--- src/hdl/distance_frame_parser_monitor_assert.svh ---
// Assertion macros for the distance frame parser monitor.
`ifndef DISTANCE_FRAME_PARSER_MONITOR_ASSERT_SVH
`define DISTANCE_FRAME_PARSER_MONITOR_ASSERT_SVH

`ifndef SYNTHESIS
`define DFPM_ASSERT_SAME(label, clk, rst, ante, cons) \
   label: assert property (@(posedge clk) disable iff (rst) (ante) |-> (cons)) \
      else $error("dfpm assertion failed");
`define DFPM_ASSERT_NEXT(label, clk, rst, ante, cons) \
   label: assert property (@(posedge clk) disable iff (rst) (ante) |=> (cons)) \
      else $error("dfpm assertion failed");
`else
`define DFPM_ASSERT_SAME(label, clk, rst, ante, cons)
`define DFPM_ASSERT_NEXT(label, clk, rst, ante, cons)
`endif

`endif

--- src/hdl/dfpm_pkg.sv ---
package dfpm_pkg;

   localparam logic [7:0]  HEADER_BYTE = 8'hFF;
   localparam logic [15:0] AGE_MAX     = 16'hFFFF;

   // item kinds
   localparam logic REQ_BYTE = 1'b0;
   localparam logic REQ_TICK = 1'b1;

   // register indexes
   localparam int unsigned CSR_IDX_W = 3;
   localparam logic [CSR_IDX_W-1:0] CSR_DISTANCE_MIN  = 3'd0;
   localparam logic [CSR_IDX_W-1:0] CSR_DISTANCE_MAX  = 3'd1;
   localparam logic [CSR_IDX_W-1:0] CSR_MAX_AGE       = 3'd2;
   localparam logic [CSR_IDX_W-1:0] CSR_HEALTH_TMO    = 3'd3;
   localparam logic [CSR_IDX_W-1:0] CSR_CLOSE_THRESH  = 3'd4;

   // register reset values
   localparam logic [15:0] DISTANCE_MIN_RST  = 16'd30;
   localparam logic [15:0] DISTANCE_MAX_RST  = 16'd4500;
   localparam logic [15:0] MAX_AGE_RST       = 16'd200;
   localparam logic [15:0] HEALTH_TMO_RST    = 16'd500;
   localparam logic [15:0] CLOSE_THRESH_RST  = 16'd0;

   typedef struct packed {
      logic       req_type;
      logic [7:0] byte_value;
   } req_type_type;

   typedef struct packed {
      logic [15:0] distance;
      logic        fresh;
      logic        too_close;
      logic        healthy;
      logic        frame_accepted;
      logic [31:0] drop_count;
   } rsp_type;

   typedef struct packed {
      logic [15:0] distance_min;
      logic [15:0] distance_max;
      logic [15:0] max_age_ticks;
      logic [15:0] health_timeout_ticks;
      logic [15:0] close_threshold;
   } cfg_type;

endpackage

--- src/hdl/distance_frame_parser_monitor.sv ---
// An accepted transaction's result is registered into the result register, or into the skid
// if it is stalled; it then shows on rsp_. One transaction per cycle while req_stall is low;
// the parser state and flag compares sit between input handshake and result register.
// A two-entry output (result register plus skid) keeps input flowing for one stalled result.
// Reset is synchronous, active high: parser state cleared, registers to their defaults.
`include "distance_frame_parser_monitor_assert.svh"

module distance_frame_parser_monitor (
   input  logic                                clock,
   input  logic                                reset,
   input  logic                                req_valid,
   output logic                                req_stall,
   input  dfpm_pkg::req_type_type              req_data,
   output logic                                rsp_valid,
   input  logic                                rsp_stall,
   output dfpm_pkg::rsp_type                   rsp_data,
   input  logic                                csr_valid,
   output logic                                csr_ready,
   input  logic [dfpm_pkg::CSR_IDX_W-1:0]      csr_index,
   input  logic [15:0]                         csr_wdata
);

   dfpm_pkg::cfg_type cfg_ff;
   dfpm_pkg::rsp_type result;
   dfpm_pkg::rsp_type rsp_data_ff;
   dfpm_pkg::rsp_type skid_data_ff;
   logic              rsp_valid_ff;
   logic              skid_valid_ff;
   logic              req_accept;
   logic              rsp_take;
   logic              csr_write;

   assign csr_ready  = 1'b1;
   assign csr_write  = csr_valid && csr_ready;
   assign req_stall  = skid_valid_ff;
   assign req_accept = req_valid && !req_stall;
   assign rsp_take   = rsp_valid_ff && !rsp_stall;
   assign rsp_valid  = rsp_valid_ff;
   assign rsp_data   = rsp_data_ff;

   always_ff @(posedge clock) begin
      if (reset) begin
         cfg_ff.distance_min         <= dfpm_pkg::DISTANCE_MIN_RST;
         cfg_ff.distance_max         <= dfpm_pkg::DISTANCE_MAX_RST;
         cfg_ff.max_age_ticks        <= dfpm_pkg::MAX_AGE_RST;
         cfg_ff.health_timeout_ticks <= dfpm_pkg::HEALTH_TMO_RST;
         cfg_ff.close_threshold      <= dfpm_pkg::CLOSE_THRESH_RST;
      end else if (csr_write) begin
         case (csr_index)
            dfpm_pkg::CSR_DISTANCE_MIN: cfg_ff.distance_min         <= csr_wdata;
            dfpm_pkg::CSR_DISTANCE_MAX: cfg_ff.distance_max         <= csr_wdata;
            dfpm_pkg::CSR_MAX_AGE:      cfg_ff.max_age_ticks        <= csr_wdata;
            dfpm_pkg::CSR_HEALTH_TMO:   cfg_ff.health_timeout_ticks <= csr_wdata;
            dfpm_pkg::CSR_CLOSE_THRESH: cfg_ff.close_threshold      <= csr_wdata;
            default: ;
         endcase
      end
   end

   dfpm_engine u_engine (
      .clock       (clock),
      .reset       (reset),
      .item_accept (req_accept),
      .item        (req_data),
      .cfg         (cfg_ff),
      .result      (result)
   );

   always_ff @(posedge clock) begin
      if (reset) begin
         rsp_valid_ff  <= 1'b0;
         skid_valid_ff <= 1'b0;
      end else if (skid_valid_ff) begin
         if (rsp_take) begin
            rsp_valid_ff  <= 1'b1;
            skid_valid_ff <= 1'b0;
         end
      end else if (req_accept) begin
         if (!rsp_valid_ff || rsp_take) begin
            rsp_valid_ff <= 1'b1;
         end else begin
            skid_valid_ff <= 1'b1;
         end
      end else if (rsp_take) begin
         rsp_valid_ff <= 1'b0;
      end
   end

   always_ff @(posedge clock) begin
      if (skid_valid_ff) begin
         if (rsp_take) begin
            rsp_data_ff <= skid_data_ff;
         end
      end else if (req_accept) begin
         if (!rsp_valid_ff || rsp_take) begin
            rsp_data_ff <= result;
         end else begin
            skid_data_ff <= result;
         end
      end
   end

   `DFPM_ASSERT_SAME(a_skid_behind_out, clock, reset, skid_valid_ff, rsp_valid_ff)
   `DFPM_ASSERT_NEXT(a_stalled_accept_skids, clock, reset, req_accept && rsp_valid_ff && rsp_stall, skid_valid_ff)
   `DFPM_ASSERT_NEXT(a_accept_gives_result, clock, reset, req_accept, rsp_valid_ff)
   `DFPM_ASSERT_SAME(a_close_needs_fresh, clock, reset, rsp_valid_ff && rsp_data_ff.too_close, rsp_data_ff.fresh)

endmodule

--- src/hdl/dfpm_engine.sv ---
module dfpm_engine (
   input  logic                  clock,
   input  logic                  reset,
   input  logic                  item_accept,
   input  dfpm_pkg::req_type_type item,
   input  dfpm_pkg::cfg_type      cfg,
   output dfpm_pkg::rsp_type      result
);

   localparam logic [1:0] POS_HUNT  = 2'd0;
   localparam logic [1:0] POS_HIGH  = 2'd1;
   localparam logic [1:0] POS_LOW   = 2'd2;
   localparam logic [1:0] POS_CHECK = 2'd3;

   logic [1:0]  pos_ff, pos_in;
   logic [7:0]  high_ff, high_in;
   logic [7:0]  low_ff, low_in;
   logic [15:0] dist_ff, dist_in;
   logic        has_ff, has_in;
   logic [15:0] age_ff, age_in;
   logic [31:0] drops_ff, drops_in;
   logic        accepted;

   logic [7:0]  sum;
   logic [15:0] frame_dist;
   logic        fresh;

   assign sum        = 8'(dfpm_pkg::HEADER_BYTE + high_ff + low_ff);
   assign frame_dist = {high_ff, low_ff};

   always_comb begin
      pos_in   = pos_ff;
      high_in  = high_ff;
      low_in   = low_ff;
      dist_in  = dist_ff;
      has_in   = has_ff;
      age_in   = age_ff;
      drops_in = drops_ff;
      accepted = 1'b0;
      if (item.req_type == dfpm_pkg::REQ_TICK) begin
         if (age_ff != dfpm_pkg::AGE_MAX) begin
            age_in = 16'(age_ff + 16'd1);
         end
      end else begin
         case (pos_ff)
            POS_HUNT: begin
               if (item.byte_value == dfpm_pkg::HEADER_BYTE) begin
                  pos_in = POS_HIGH;
               end
            end
            POS_HIGH: begin
               high_in = item.byte_value;
               pos_in  = POS_LOW;
            end
            POS_LOW: begin
               low_in = item.byte_value;
               pos_in = POS_CHECK;
            end
            default: begin
               pos_in = POS_HUNT;
               // bad checksum: frame dropped silently
               if (sum == item.byte_value) begin
                  if (frame_dist >= cfg.distance_min && frame_dist <= cfg.distance_max) begin
                     dist_in  = frame_dist;
                     has_in   = 1'b1;
                     age_in   = '0;
                     accepted = 1'b1;
                  end else begin
                     drops_in = 32'(drops_ff + 32'd1);
                  end
               end
            end
         endcase
      end
   end

   always_ff @(posedge clock) begin
      if (reset) begin
         pos_ff   <= POS_HUNT;
         high_ff  <= '0;
         low_ff   <= '0;
         dist_ff  <= '0;
         has_ff   <= 1'b0;
         age_ff   <= '0;
         drops_ff <= '0;
      end else if (item_accept) begin
         pos_ff   <= pos_in;
         high_ff  <= high_in;
         low_ff   <= low_in;
         dist_ff  <= dist_in;
         has_ff   <= has_in;
         age_ff   <= age_in;
         drops_ff <= drops_in;
      end
   end

   // flags reflect the state after this transaction's update
   assign fresh = has_in && (age_in <= cfg.max_age_ticks);

   always_comb begin
      result.distance       = dist_in;
      result.fresh          = fresh;
      result.too_close      = fresh && (dist_in <= cfg.close_threshold);
      result.healthy        = has_in && (age_in <= cfg.health_timeout_ticks);
      result.frame_accepted = accepted;
      result.drop_count     = drops_in;
   end

endmodule
--- config.mk ---
export PLATFORM = sky130hd
export DESIGN_NAME = distance_frame_parser_monitor
export DESIGN_NICKNAME = d
export VERILOG_FILES = /design/src/hdl/dfpm_pkg.sv /design/src/hdl/distance_frame_parser_monitor.sv /design/src/hdl/dfpm_engine.sv
export VERILOG_INCLUDE_DIRS = /design/src /design/src/hdl
export SDC_FILE = /design/constraint.sdc
export NUM_CORES = 1
export LEC_CHECK = 0
export BUFFER_PORTS_ARGS = -buffer_cell sky130_fd_sc_hd__clkbuf_2
export CAP_MARGIN = 40
export CORE_MARGIN = 2
export CORE_UTILIZATION = 40
export CTS_BUF_LIST = sky130_fd_sc_hd__clkbuf_8
export CTS_CLUSTER_SIZE = 14
export DETAILED_ROUTE_END_ITERATION = 12
export GPL_TIMING_DRIVEN = 0
export MAX_ROUTING_LAYER = met4
export SKIP_CTS_REPAIR_TIMING = 1
export SLEW_MARGIN = 20
export SYNTH_ARGS = -nofsm -noshare
export SYNTH_HDL_FRONTEND = slang
export SYNTH_SLANG_ARGS = --single-unit
--- constraint.sdc ---
create_clock -name clock -period 8.9 [get_ports clock]
set_input_delay 2.225 -clock clock [delete_from_list [all_inputs] [get_ports clock]]
set_output_delay 2.225 -clock clock [all_outputs]
set_load 0.1 [all_outputs]
# Word-level counts from Yosys, hierarchy flattened
# Cells that the tools add are included.
# op_classes
bitwise,3
reduce_logical,27
eq_ne,12
muxes,36
add_sub_neg,4
order_cmp,5
# op_table
cell,count
$mux W52,4
$mux W16,9
$mux W32,4
$le A16 B16 Y1,4
$add A32 B1 Y32 const B,1
$reduce_and A3 Y1,6
$mux W1,17
$add A16 B1 Y16 const B,1
$ge A16 B16 Y1,1
$ne A16 B16 Y1 const B,1
$reduce_and A2 Y1,5
$add A8 B8 Y8,1
$add A8 B8 Y8 const A,1
$eq A8 B8 Y1,1
$eq A8 B8 Y1 const B,1
$eq A3 B2 Y1 const B,2
$logic_and A1 B1 Y1,6
$pmux W2 S3,1
$reduce_bool A2 Y1,3
$ne A2 B1 Y1 const B,2
$eq A3 B1 Y1 const B,1
$eq A3 B3 Y1 const B,1
$logic_not A1 Y1,3
$logic_not A3 Y1,1
other kinds (8),10
# word_totals
regBits,269
wordCells,113

# Logic depth before layout (Yosys ltp)
# Gate-level depths: netlist of the first run.
# depth
depth_word,12
depth_mapped,24

# Cells and area by module
# Synthesis of the first run repeated with hierarchy kept, for this count alone.
# hier_totals
cells_unflattened,1466
hier_area_um2,14450.1
# modules_own_cells
module,area_per_inst_um2,n_inst,seq_area_each_um2,cells_per_inst
dfpm_engine,7414.6,1,1661.6,994
distance_frame_parser_monitor,7035.5,1,4764.6,472

# Least setup slack after synthesis of the first run
# No wires, ideal clock.
# synth_path
path_type,in2reg
start,input port req_valid
end,"register rsp_data_ff (netlist bit rsp_data[0]), enable pin"
n_path_buf,2
setup_time_ns,0.479
path_slack_ns,2.842
path_stages,5
t_arrival_ns,5.579
t_required_ns,8.421
path_cell_list,nor2b_1 clkbuf_1 buf_1 a21oi_1 a21oi_1
# synth_between
elab_chain_cells,3
# synth_lines
item,line_no,text
start: declaration,distance_frame_parser_monitor.sv:11,"input logic req_valid,"
$logic_and A1 B1 Y1,distance_frame_parser_monitor.sv:36,assign req_accept = req_valid && !req_stall;
$reduce_bool A2 Y1 (no source line),--,
$reduce_and A3 Y1 (no source line),--,
end signal: assignment,distance_frame_parser_monitor.sv:92,rsp_data_ff <= skid_data_ff;
end signal: assignment,distance_frame_parser_monitor.sv:96,rsp_data_ff <= result;
end: declaration,distance_frame_parser_monitor.sv:25,dfpm_pkg::rsp_type rsp_data_ff;
# No other way between the ends.
# A chain may end at the register's enable or synchronous reset.

==> reports/qor.yml, run 1 <==
clock_latency_ns: 0.59
ys.flop_type: "dfxtp_1"
async_reset_ff_frac: 0
start_kind: "primary input"
min_period_ns: 6.13
drt-vias-per-instance: 5.28
cts.path.max_buffers: 3
regToRegEndpoint: "rsp_data[34]$_DFFE_PP_"
crit_end: "rsp_data[34]$_DFFE_PP_"
swShare: 0.281
path_max_fanout: 10
clock.fmax_mhz: 163
p_seq_frac: 0.488
busiest_layer: "met2"
p_int_mw: 1.96
gr-usage-all-layers: 0.209
end_kind: "flip-flop"
place_inst: 2042
drc_errors: 0
syn_inst: 1501
skew_ns: 0.0305
drtIter0Drc: 802
combPwrFrac: 0.114
hp-class: "flip-flop to flip-flop"
reg2reg_from: "u_engine.low_ff[1]$_SDFFE_PP0P_"
grt_pass1_vias: 10600
cp-startpoint: "req_data[0]"
leakagePower_nw: 6.43
first_pass_iters: 5
finalSetupViolCount: 0
reg2reg_slack_ns: 2.92
cp_cell_sequence: "clkbuf_2 > xor2_1 > nand3b_1 > nor4_2 > nand3_1 > or3_1 > buf_2 > nor2_1 > nor2_1 > ha_1 > nor2b_1 > o211ai_1 > a2111oi_0 > nor2_1 > nand2_1 > o21ai_0 > o211a_1 > mux2_2"
syn_nets: 1635
gr-total-overflow: 0
gr-usage-met1: 0.282
cts-root-buf: "clkbuf_8"
drt-total-wl_mm: 36.8
avgSynthCellArea_um2: 9.33
yosys_warnings: 0
htreeDepth: 2
use_met3: 0.0285
max_stage_delay_ns: 0.53
switching_power_uw: 767
dp_hpwl_mm: 27.2
gp_congestion: 0.878
rows: 68
worst-setup-path-type: "primary input to flip-flop"
worst_ep_arrival_time_ns: 6.47
grt_max_degree: 53
slew_violations: 0
seq_area_frac_synth: 0.459
synth_seq_cells: 269
power_frac_clock: 0.398
cts_buffers: 47
start_util: 0.406
ant_nets: 0
hp-start: "cfg_ff[29]$_SDFFE_PP0P_"
wl_per_cell_um: 17.3
crit_family: "simple AND/OR/NAND/NOR gates"
reg2reg_depth: 22
finalCritPeriodShare: 0.689
grt_pass1_wl_mm: 57.6
cts.sinks: 269
run_status: "finished clean"
syn_area_mm2: 0.0140
synth_cell_type_count: 64
synth_edf_count: 104
layout_commonest_cell: "nand2_1"
n_antenna_cell: 0
die_x_um: 191
cts_tree: "built"
drv_cap: 0
nets: 1771
drive_gt1_frac: 0.140
met2_usage: 0.327
stdcell_count: 2122
path_depth: 18
cp_slowest_cell: "or3_1"
path_buf_inv: 2
die_area_mm2: 0.0365
vias: 11200
p_per_area_mw_per_mm2: 171
core_mm2: 0.0345
final-hold-violation-count: 0
max-vdd-ir-drop_mv: 0.111
slew_headroom: 0.464
cp_common_cell: "nor2_1"
syn_to_final_growth_pct: 13.9
antenna_found_initial: 0
tns_ns: 0
rsz0062_at_grt: "false"
cts.clk_slew.worst_paths_ns: 0.07
critPathRequiredTime_ns: 9.24
die_y_um: 191
io_buffers: 84
worstMarginPinSlew_ns: 0.801
most-common-layout-cells: "240 x nand2_1, 165 x dfxtp_1, 160 x a21oi_1"
ioPinCount: 88
==> final cells by class <==
type,count,area (um2)
Sequential cell,269,6430
Multi-Input combinational cell,1044,6860
Buffer,72,300
Clock buffer,51,702
Tap cell,455,569
Clock inverter,28,173
Inverter,116,435
Fill cell,3417,18600
Timing Repair Buffer,87,489
==> metrics by stage <==
step                      worst slack (ns)  instance area, um2  power, mW  hold slack, ns   util
final                                 2.77               16000       2.73           0.453  0.462
after global routing                  2.47               16000       2.83           0.468  0.462
after CTS                             2.52               15900       2.76           0.456  0.462
after detailed placement              1.88               15100       1.67           0.448  0.436
after global placement                1.13               15000       1.66           0.444  0.434
after floorplan                       2.84               14000       1.59           0.436      -
==> sequential cells by signal, summed over array words and instances (netlist names) <==
name	cells
u_engine.pos_ff	2
u_engine.drops_ff	32
rsp_valid	1
cfg_ff	80
u_engine.low_ff	8
u_engine.dist_ff	16
u_engine.high_ff	8
skid_data_ff	52
rsp_data	52
req_stall	1
u_engine.has_ff	1
u_engine.age_ff	16
==> logic make-up (layout without fill, tap and decap cells) <==
kind of cell,Yosys count,count (layout),synth area share
multiplexers,77,77,0.0660
flip-flops,269,269,0.459
XOR/XNOR,53,53,0.0358
other,1,1,0.000268
AND/OR/NAND/NOR,531,531,0.181
buffers and inverters,188,354,0.0525
AO/OA/AOI/OAI,281,281,0.115
adder cells (fa/ha/maj),101,101,0.0907
==> Yosys cell counts, types with 6 or more instances <==
library cell,n,share of area
buf_2,9,0.0032
a211o_1,10,0.0063
clkbuf_1,57,0.015
xnor2_1,25,0.016
or4_1,6,0.0032
or3_1,31,0.014
o211ai_1,6,0.0032
and4_1,6,0.0038
nand3b_1,14,0.0075
o21ai_0,49,0.018
and2_1,9,0.0040
edfxtp_1,104,0.22
mux2_2,35,0.028
mux2i_1,20,0.014
ha_1,100,0.089
and3_1,13,0.0058
nand3_1,54,0.019
a21oi_1,161,0.058
inv_1,116,0.031
nor2_1,73,0.020
nor2b_1,9,0.0040
nand4_1,39,0.017
mux2_4,22,0.024
dfxtp_1,165,0.24
a21o_1,13,0.0070
nand2_1,240,0.064
a31oi_1,9,0.0040
nor3_1,22,0.0079
xor2_1,23,0.014
==> power groups by stage <==
stage	clock (mW)	sequential, mW	combinational [mW]
finish	1.09	1.33	0.312
global route	1.17	1.33	0.329
CTS	1.12	1.33	0.313
detailed placement	0	1.36	0.313
global placement	0	1.36	0.305
floorplan	0	1.50	0.0878
==> worst min-delay path by stage <==
stage	endpoint	slack, ns	cells past startpoint
finish	cfg_ff[29]$_SDFFE_PP0P_	0.45	2
global route	cfg_ff[71]$_SDFFE_PP0P_	0.47	2
floorplan	cfg_ff[10]$_SDFFE_PP0P_	0.44	2
global placement	cfg_ff[37]$_SDFFE_PP0P_	0.44	2
CTS	cfg_ff[28]$_SDFFE_PP0P_	0.46	2
detailed placement	cfg_ff[29]$_SDFFE_PP0P_	0.45	2
==> per-layer routing <==
layer  vias up  share of wire  routed length (um)
met5         -              0                   0
met4         0          0.024                 871
met3        64          0.047                1730
met2       275           0.45               16600
met1      5347           0.48               17600
li1       5527              -                   -
==> worst register-to-register path, delay by kind of cell (launching register included) <==
kind / cells / cell delay, ns
xor gates and xnor gates: 1 / 0.18
buffers and inverters: 3 / 0.41
and+or+nand+nor: 7 / 1.69
AOI/OAI and AO/OA: 6 / 1.32
DFF: 1 / 0.62
muxes: 1 / 0.28
adders and majority gates: 4 / 1.27
(Power assumes the default switching activity.)
==> run 2, diff against run 1 <==
--- a/config.mk
+++ b/config.mk
@@ -6,6 +6,7 @@
 export SDC_FILE = /design/constraint.sdc
 export NUM_CORES = 1
 export LEC_CHECK = 0
+export ABC_AREA = 1
 export BUFFER_PORTS_ARGS = -buffer_cell sky130_fd_sc_hd__clkbuf_2
 export CAP_MARGIN = 40
 export CORE_MARGIN = 2
==> constraint.sdc (replaced) <==
create_clock -name clock -period 5.5 [get_ports clock]
set_input_delay 1.375 -clock clock [delete_from_list [all_inputs] [get_ports clock]]
set_output_delay 1.375 -clock clock [all_outputs]
set_load 0.1 [all_outputs]
==> run 2 against run 1 <==
Count of clock-buffer cells in the layout is 6 higher. Flip-flop and latch count unchanged. Worst hold slack improved by 0.0073 ns. Via count rose by 12%. Largest power group unchanged. Cell count rose by 17%. Clock power rose by 61%. Total power rose by 77%. Register-to-register slack lost 2.4 ns. First-iteration DRC count grew 3.6%. Worst setup slack lost 2.3 ns.
==> reports/qor.yml, run 2 <==
first_pass_iters: 5  # unchanged
finalSetupViolCount: 0  # unchanged
vias: 12600  # was 11200
syn_inst: 1848  # was 1501
ant_nets: 0  # unchanged
gp_congestion: 0.922  # was 0.878
wl_per_cell_um: 15.9  # was 17.3 um
layout_commonest_cell: "nand2_1"  # unchanged
cts.clk_slew.worst_paths_ns: 0.06  # was 0.07 ns
gr-usage-all-layers: 0.221  # was 0.209
antenna_found_initial: 1  # was 0
hp-class: "flip-flop to flip-flop"  # unchanged
core_mm2: 0.0354  # was 0.0345 mm2
drc_errors: 0  # unchanged
cts-root-buf: "clkbuf_8"  # unchanged
yosysMostFrequentCell: "nand2_1"  # unchanged
cp_common_cell: "nand2_1"  # was nor2_1
syn_area_mm2: 0.0143  # was 0.0140 mm2
reg2reg_slack_ns: 0.50  # was 2.92 ns
drtIter0Drc: 831  # was 802
start_util: 0.404  # was 0.406
critPathRequiredTime_ns: 5.82  # was 9.24 ns
die_x_um: 193  # was 191 um
worst-setup-path-type: "flip-flop to flip-flop"  # was primary input to flip-flop
min_period_ns: 5.00
synth.top_cells.by_count: "427 x nand2_1, 314 x inv_1, 184 x a21oi_1"  # was 240 x nand2_1, 165 x dfxtp_1, 161 x a21oi_1
place_inst: 2399  # was 2042
async_reset_ff_frac: 0  # unchanged
place_area_mm2: 0.0154  # was 0.0151 mm2
final-hold-violation-count: 0  # unchanged
syn_to_final_growth_pct: 14.1  # was 13.9%
utilization: 0.461  # was 0.462
nFillCells: 3549  # was 3417
cts.path.max_buffers: 3  # unchanged
top_register: "cfg_ff"  # unchanged
start_kind: "flip-flop"  # was primary input
synth_top_area_frac: 0.231  # was 0.236
cts_tree: "built"  # unchanged
synth_edf_count: 104  # unchanged
stdcell_count: 2484  # was 2122
max-vdd-ir-drop_mv: 0.177  # was 0.111 mV
path_max_fanout: 10  # unchanged
dp_hpwl_mm: 30.0  # was 27.2 mm
drive_gt1_frac: 0.105  # was 0.140
synthTopCellsByArea: "dfxtp_1 23%, edfxtp_1 22%, nand2_1 11%, ha_1 8.7%, inv_1 8.2%"  # was dfxtp_1 24%, edfxtp_1 22%, ha_1 8.9%, nand2_1 6.4%, a21oi_1 5.8%
cts_buffers: 45  # was 47
synth_cell_type_count: 41  # was 64
yosys_warnings: 0  # unchanged
ioPinCount: 88  # unchanged
gr-total-overflow: 0  # unchanged
drt-vias-per-instance: 5.06  # was 5.28
die_area_mm2: 0.0373  # was 0.0365 mm2
cp_slowest_cell: "fa_1"  # was or3_1
avgSynthCellArea_um2: 7.74  # was 9.33 um2
cts.sinks: 269  # unchanged
slew_violations: 0  # unchanged
io_buffers: 86  # was 84
finalCritPeriodShare: 0.908
grt_max_degree: 28  # was 53
seq_area_frac_synth: 0.449  # was 0.459
clock.fmax_mhz: 200
max_stage_delay_ns: 0.53  # about the same
syn_nets: 1982  # was 1635
rows: 69  # was 68
most-common-layout-cells: "427 x nand2_1, 330 x inv_1, 184 x a21oi_1"  # was 240 x nand2_1, 165 x dfxtp_1, 160 x a21oi_1
synth_area_leader_cell: "dfxtp_1"  # unchanged
skew_ns: 0.0195  # was 0.0305 ns
drt-total-wl_mm: 39.5  # was 36.8 mm
ys.flop_type: "dfxtp_1"  # unchanged
synth_seq_cells: 269  # unchanged
nets: 2119  # was 1771
die_y_um: 193  # was 191 um
leakagePower_nw: 7.67  # was 6.43 nW
clock_latency_ns: 0.58  # was 0.59 ns
htreeDepth: 2  # unchanged
p_per_area_mw_per_mm2: 296  # was 171 mW/mm2
worst_ep_arrival_time_ns: 5.32  # was 6.47 ns
design_area_mm2: 0.0163  # was 0.0160 mm2
slew_headroom: 0.429  # was 0.464
grt_pass1_wl_mm: 62.1  # was 57.6 mm
largest_register_ffs: 80  # unchanged
grt_pass1_vias: 11800  # was 10600
worstMarginPinSlew_ns: 0.851  # was 0.801 ns
run_status: "finished clean"  # unchanged
rsz0062_at_grt: "false"  # unchanged
end_kind: "flip-flop"  # unchanged
drv_cap: 0  # unchanged
tns_ns: 0  # unchanged
==> run 2: metal layers <==
layer / GRT usage / part of all wire
met1: 0.293 / 0.47
met2: 0.344 / 0.44
met3: 0.0355 / 0.060
met4: 0.0731 / 0.029
met5: - / 0
==> run 2: critical path: cells and delay by family, from the launching register on <==
kind	cells	cell delay, ns
flip-flops	1	0.43
buffers and inverters	7	0.70
AO/OA/AOI/OAI	2	0.33
AND/OR/NAND/NOR	16	1.91
adder cells (fa/ha/maj)	4	1.35
==> run 2: through the flow <==
step                      hold WS [ns]  total power [mW]  setup slack [ns]
after floorplan                  0.428              2.90              1.16
after global placement           0.445              3.09            -0.410
after detailed placement         0.455              3.11             0.213
after CTS                        0.464              4.88             0.170
after global routing             0.485              5.04            0.0600
final                            0.460              4.83             0.504
==> run 2: report_power, final <==
part           switching, mW  leakage, nW  total, mW  internal [mW]
clock                  0.823        0.530       1.76          0.933
combinational          0.648         4.79      0.835          0.187
sequential            0.0467         2.36       2.24           2.19
total                   1.52         7.67       4.83           3.31
==> run 2: logic make-up (layout without fill, tap and decap cells) <==
logic type | after synthesis | after routing | share of synthesized area
AOI/OAI and AO/OA | 389 | 389 | 0.147
xor gates and xnor gates | 5 | 5 | 0.00306
adders and majority gates | 101 | 101 | 0.0888
buffers and inverters | 392 | 566 | 0.106
DFF | 269 | 269 | 0.449
other | 1 | 2 | 0.000262
and+or+nand+nor | 691 | 691 | 0.205
==> run 2: final cells by class <==
type                            instances  area (um2)  share of cell area
Antenna cell                            1        2.50            0.000153
Buffer                                 71         314              0.0192
Clock buffer                           57         785              0.0480
Clock inverter                         27         115             0.00705
Inverter                              321        1200              0.0738
Multi-Input combinational cell       1187        6390               0.391
Sequential cell                       269        6430               0.394
Tap cell                              461         577              0.0353
Timing Repair Buffer                   90         518              0.0317
==> run 2: worst paths after layout <==
check | start | end | cells after the start
worst min register to register | cfg_ff[51]$_SDFFE_PP0P_ | cfg_ff[51]$_SDFFE_PP0P_ | 2
worst min-delay path | cfg_ff[51]$_SDFFE_PP0P_ | cfg_ff[51]$_SDFFE_PP0P_ | 2
worst max-delay path | u_engine.low_ff[1]$_SDFFE_PP0P_ | rsp_data[34]$_DFFE_PP_ | 29
worst max register to register | u_engine.low_ff[1]$_SDFFE_PP0P_ | rsp_data[34]$_DFFE_PP_ | 29
==> run 3, diff against run 2 <==
--- a/config.mk
+++ b/config.mk
@@ -9,6 +9,8 @@
 export ABC_AREA = 1
 export BUFFER_PORTS_ARGS = -buffer_cell sky130_fd_sc_hd__clkbuf_2
 export CAP_MARGIN = 40
+export CELL_PAD_IN_SITES_DETAIL_PLACEMENT = 0
+export CELL_PAD_IN_SITES_GLOBAL_PLACEMENT = 1
 export CORE_MARGIN = 2
 export CORE_UTILIZATION = 40
 export CTS_BUF_LIST = sky130_fd_sc_hd__clkbuf_8
@@ -16,6 +18,7 @@
 export DETAILED_ROUTE_END_ITERATION = 12
 export GPL_TIMING_DRIVEN = 0
 export MAX_ROUTING_LAYER = met4
+export PLACE_DENSITY_LB_ADDON = 0.1
 export SKIP_CTS_REPAIR_TIMING = 1
 export SLEW_MARGIN = 20
 export SYNTH_ARGS = -nofsm -noshare
==> run 3 against run 2 <==
Count of clock-buffer cells in the layout shrank 3. Combinational power grew 0.8%. Core utilization is essentially flat. Critical path depth shrank 3. Flip-flop and latch count is the same. Via count shrank 1.7%. Clock skew shrank 0.0090 ns. Routed wire length grew 5.1%. Critical endpoint is now rsp_data[33]$_DFFE_PP_.
==> reports/qor.yml, run 3 (synthesis gave the netlist of run 2 again) <==
design_area_mm2: 0.0163  # about the same
combPwrFrac: 0.174  # was 0.173
slew_headroom: 0.433  # was 0.429
path_buf_inv: 6  # was 7
ant_nets: 0  # unchanged
cts.sinks: 269  # unchanged
drt-vias-per-instance: 4.96  # was 5.06
die_x_um: 193  # unchanged
gr-total-overflow: 0  # unchanged
cp_slowest_cell: "fa_1"  # unchanged
dp_hpwl_mm: 31.6  # was 30.0 mm
cp_common_cell: "nand2_1"  # unchanged
worst_slack_ns: 0.480  # was 0.504 ns
antenna_found_initial: 2  # was 1
finalSetupViolCount: 0  # unchanged
rsz0062_at_grt: "false"  # unchanged
grt_max_degree: 30  # was 28
grt_pass1_wl_mm: 65.5  # was 62.1 mm
hp-start: "cfg_ff[45]$_SDFFE_PP0P_"  # was cfg_ff[51]$_SDFFE_PP0P_
critPathRequiredTime_ns: 5.98  # was 5.82 ns
place_inst: 2399  # unchanged
fin_total_pwr_mw: 4.84  # was 4.83 mW
run_status: "finished clean"  # unchanged
worst_ep_arrival_time_ns: 5.50  # was 5.32 ns
wl_per_cell_um: 16.7  # was 15.9 um
largest_register_ffs: 80  # unchanged
cts.clk_slew.worst_paths_ns: 0.06  # about the same
cts_buffers: 49  # was 45
utilization: 0.462  # was 0.461
cts-root-buf: "clkbuf_8"  # unchanged
drtIter0Drc: 608  # was 831
start_util: 0.404  # unchanged
clock_latency_ns: 0.61  # was 0.58 ns
vias: 12400  # was 12600
htreeDepth: 2  # unchanged
final-hold-violation-count: 0  # unchanged
layout_commonest_cell: "nand2_1"  # unchanged
power_frac_clock: 0.364  # about the same
nFillCells: 3727  # was 3549
hp-class: "flip-flop to flip-flop"  # unchanged
die_y_um: 193  # unchanged
drc_errors: 0  # unchanged
reg2reg_from: "u_engine.low_ff[1]$_SDFFE_PP0P_"  # unchanged
swShare: 0.323  # was 0.314
n_antenna_cell: 0  # was 1
start_kind: "flip-flop"  # unchanged
end_kind: "flip-flop"  # unchanged
switching_power_mw: 1.56  # was 1.52 mW
grt_pass1_vias: 11700  # was 11800
place_area_mm2: 0.0154  # about the same
tns_ns: 0  # unchanged
io_buffers: 86  # unchanged
path_max_fanout: 10  # unchanged
skew_ns: 0.0106  # was 0.0195 ns
die_area_mm2: 0.0373  # unchanged
p_seq_frac: 0.462  # was 0.463
drv_cap: 0  # unchanged
clock.fmax_mhz: 199  # was 200 MHz
most-common-layout-cells: "426 x nand2_1, 338 x inv_1, 184 x a21oi_1"  # was 427 x nand2_1, 330 x inv_1, 184 x a21oi_1
crit_family: "simple AND/OR/NAND/NOR gates"  # unchanged
gr-usage-all-layers: 0.237  # was 0.221
hold-worst-slack_ns: 0.458  # was 0.460 ns
max_stage_delay_ns: 0.56  # was 0.53 ns
leakagePower_nw: 7.69  # was 7.67 nW
worst-setup-path-type: "flip-flop to flip-flop"  # unchanged
stdcell_count: 2491  # was 2484
drive_gt1_frac: 0.102  # was 0.105
max-vdd-ir-drop_mv: 0.168  # was 0.177 mV
cts_tree: "built"  # unchanged
finalCritPeriodShare: 0.913  # was 0.908
cp-startpoint: "u_engine.low_ff[1]$_SDFFE_PP0P_"  # unchanged
rows: 69  # unchanged
top_register: "cfg_ff"  # unchanged
ioPinCount: 88  # unchanged
p_per_area_mw_per_mm2: 296  # about the same
core_mm2: 0.0354  # unchanged
gp_congestion: 0.883  # was 0.922
nets: 2123  # was 2119
first_pass_iters: 5  # unchanged
slew_violations: 0  # unchanged
worstMarginPinSlew_ns: 0.844  # was 0.851 ns
syn_to_final_growth_pct: 14.2  # was 14.1%
min_period_ns: 5.02  # was 5.00 ns
drt-total-wl_mm: 41.5  # was 39.5 mm
cts.path.max_buffers: 3  # unchanged
p_int_mw: 3.28  # was 3.31 mW
pre_cts_slack_ns: -0.0171  # was 0.213 ns
[run 3: power groups by stage]
stage          registers (mW)  clock network (mW)  logic (mW)
2_1_floorplan            2.56                   0       0.341
3_3_place_gp             2.28                   0       0.821
3_5_place_dp             2.28                   0       0.840
4_1_cts                  2.24                1.81       0.843
5_1_grt                  2.25                1.91       0.926
6_report                 2.24                1.76       0.842
[run 3: cell type report]
cell class	count	area, um2	share of cell area
inverters	321	1200	0.0737
flip-flops and latches	269	6430	0.393
clock buffers	54	743	0.0455
plain buffers	71	317	0.0194
well taps	461	577	0.0353
multi-input cells	1187	6410	0.392
clock inverters	38	154	0.00942
repair buffers	90	513	0.0314
[run 3: layer usage]
layer / GRT usage / vias up / share of wire
met5: - / - / 0
met4: 0.0653 / 0 / 0.018
met3: 0.0300 / 55 / 0.048
met2: 0.360 / 262 / 0.44
met1: 0.333 / 5674 / 0.50
li1: - / 6361 / -
[run 3: worst register-to-register path: stages, from the launching register on]
cell and delay, ns:
dfxtp_1 0.42, inv_1 0.10, ha_1 0.28, inv_1 0.04, ha_1 0.23, fa_1 0.57
inv_1 0.07, nand2_1 0.05, nand2_1 0.07, nor2_1 0.09, nand2_1 0.07, nor2_1 0.08
nand2_1 0.09, nor2_4 0.20, nand3_1 0.19, inv_1 0.09, nand2_1 0.16, clkbuf_4 0.26
o211ai_1 0.15, inv_1 0.10, ha_1 0.30, nand4_1 0.13, nor3_1 0.39, nand2_1 0.15
a21oi_1 0.42, nand2_1 0.10, nand2_1 0.09
[run 3: path summary, 6_finish.rpt]
path | endpoint | slack, ns | cells past startpoint
max | rsp_data[33]$_DFFE_PP_ | 0.48 | 26
min | cfg_ff[45]$_SDFFE_PP0P_ | 0.46 | 2
max reg2reg | rsp_data[33]$_DFFE_PP_ | 0.48 | 26
min reg2reg | cfg_ff[45]$_SDFFE_PP0P_ | 0.46 | 2
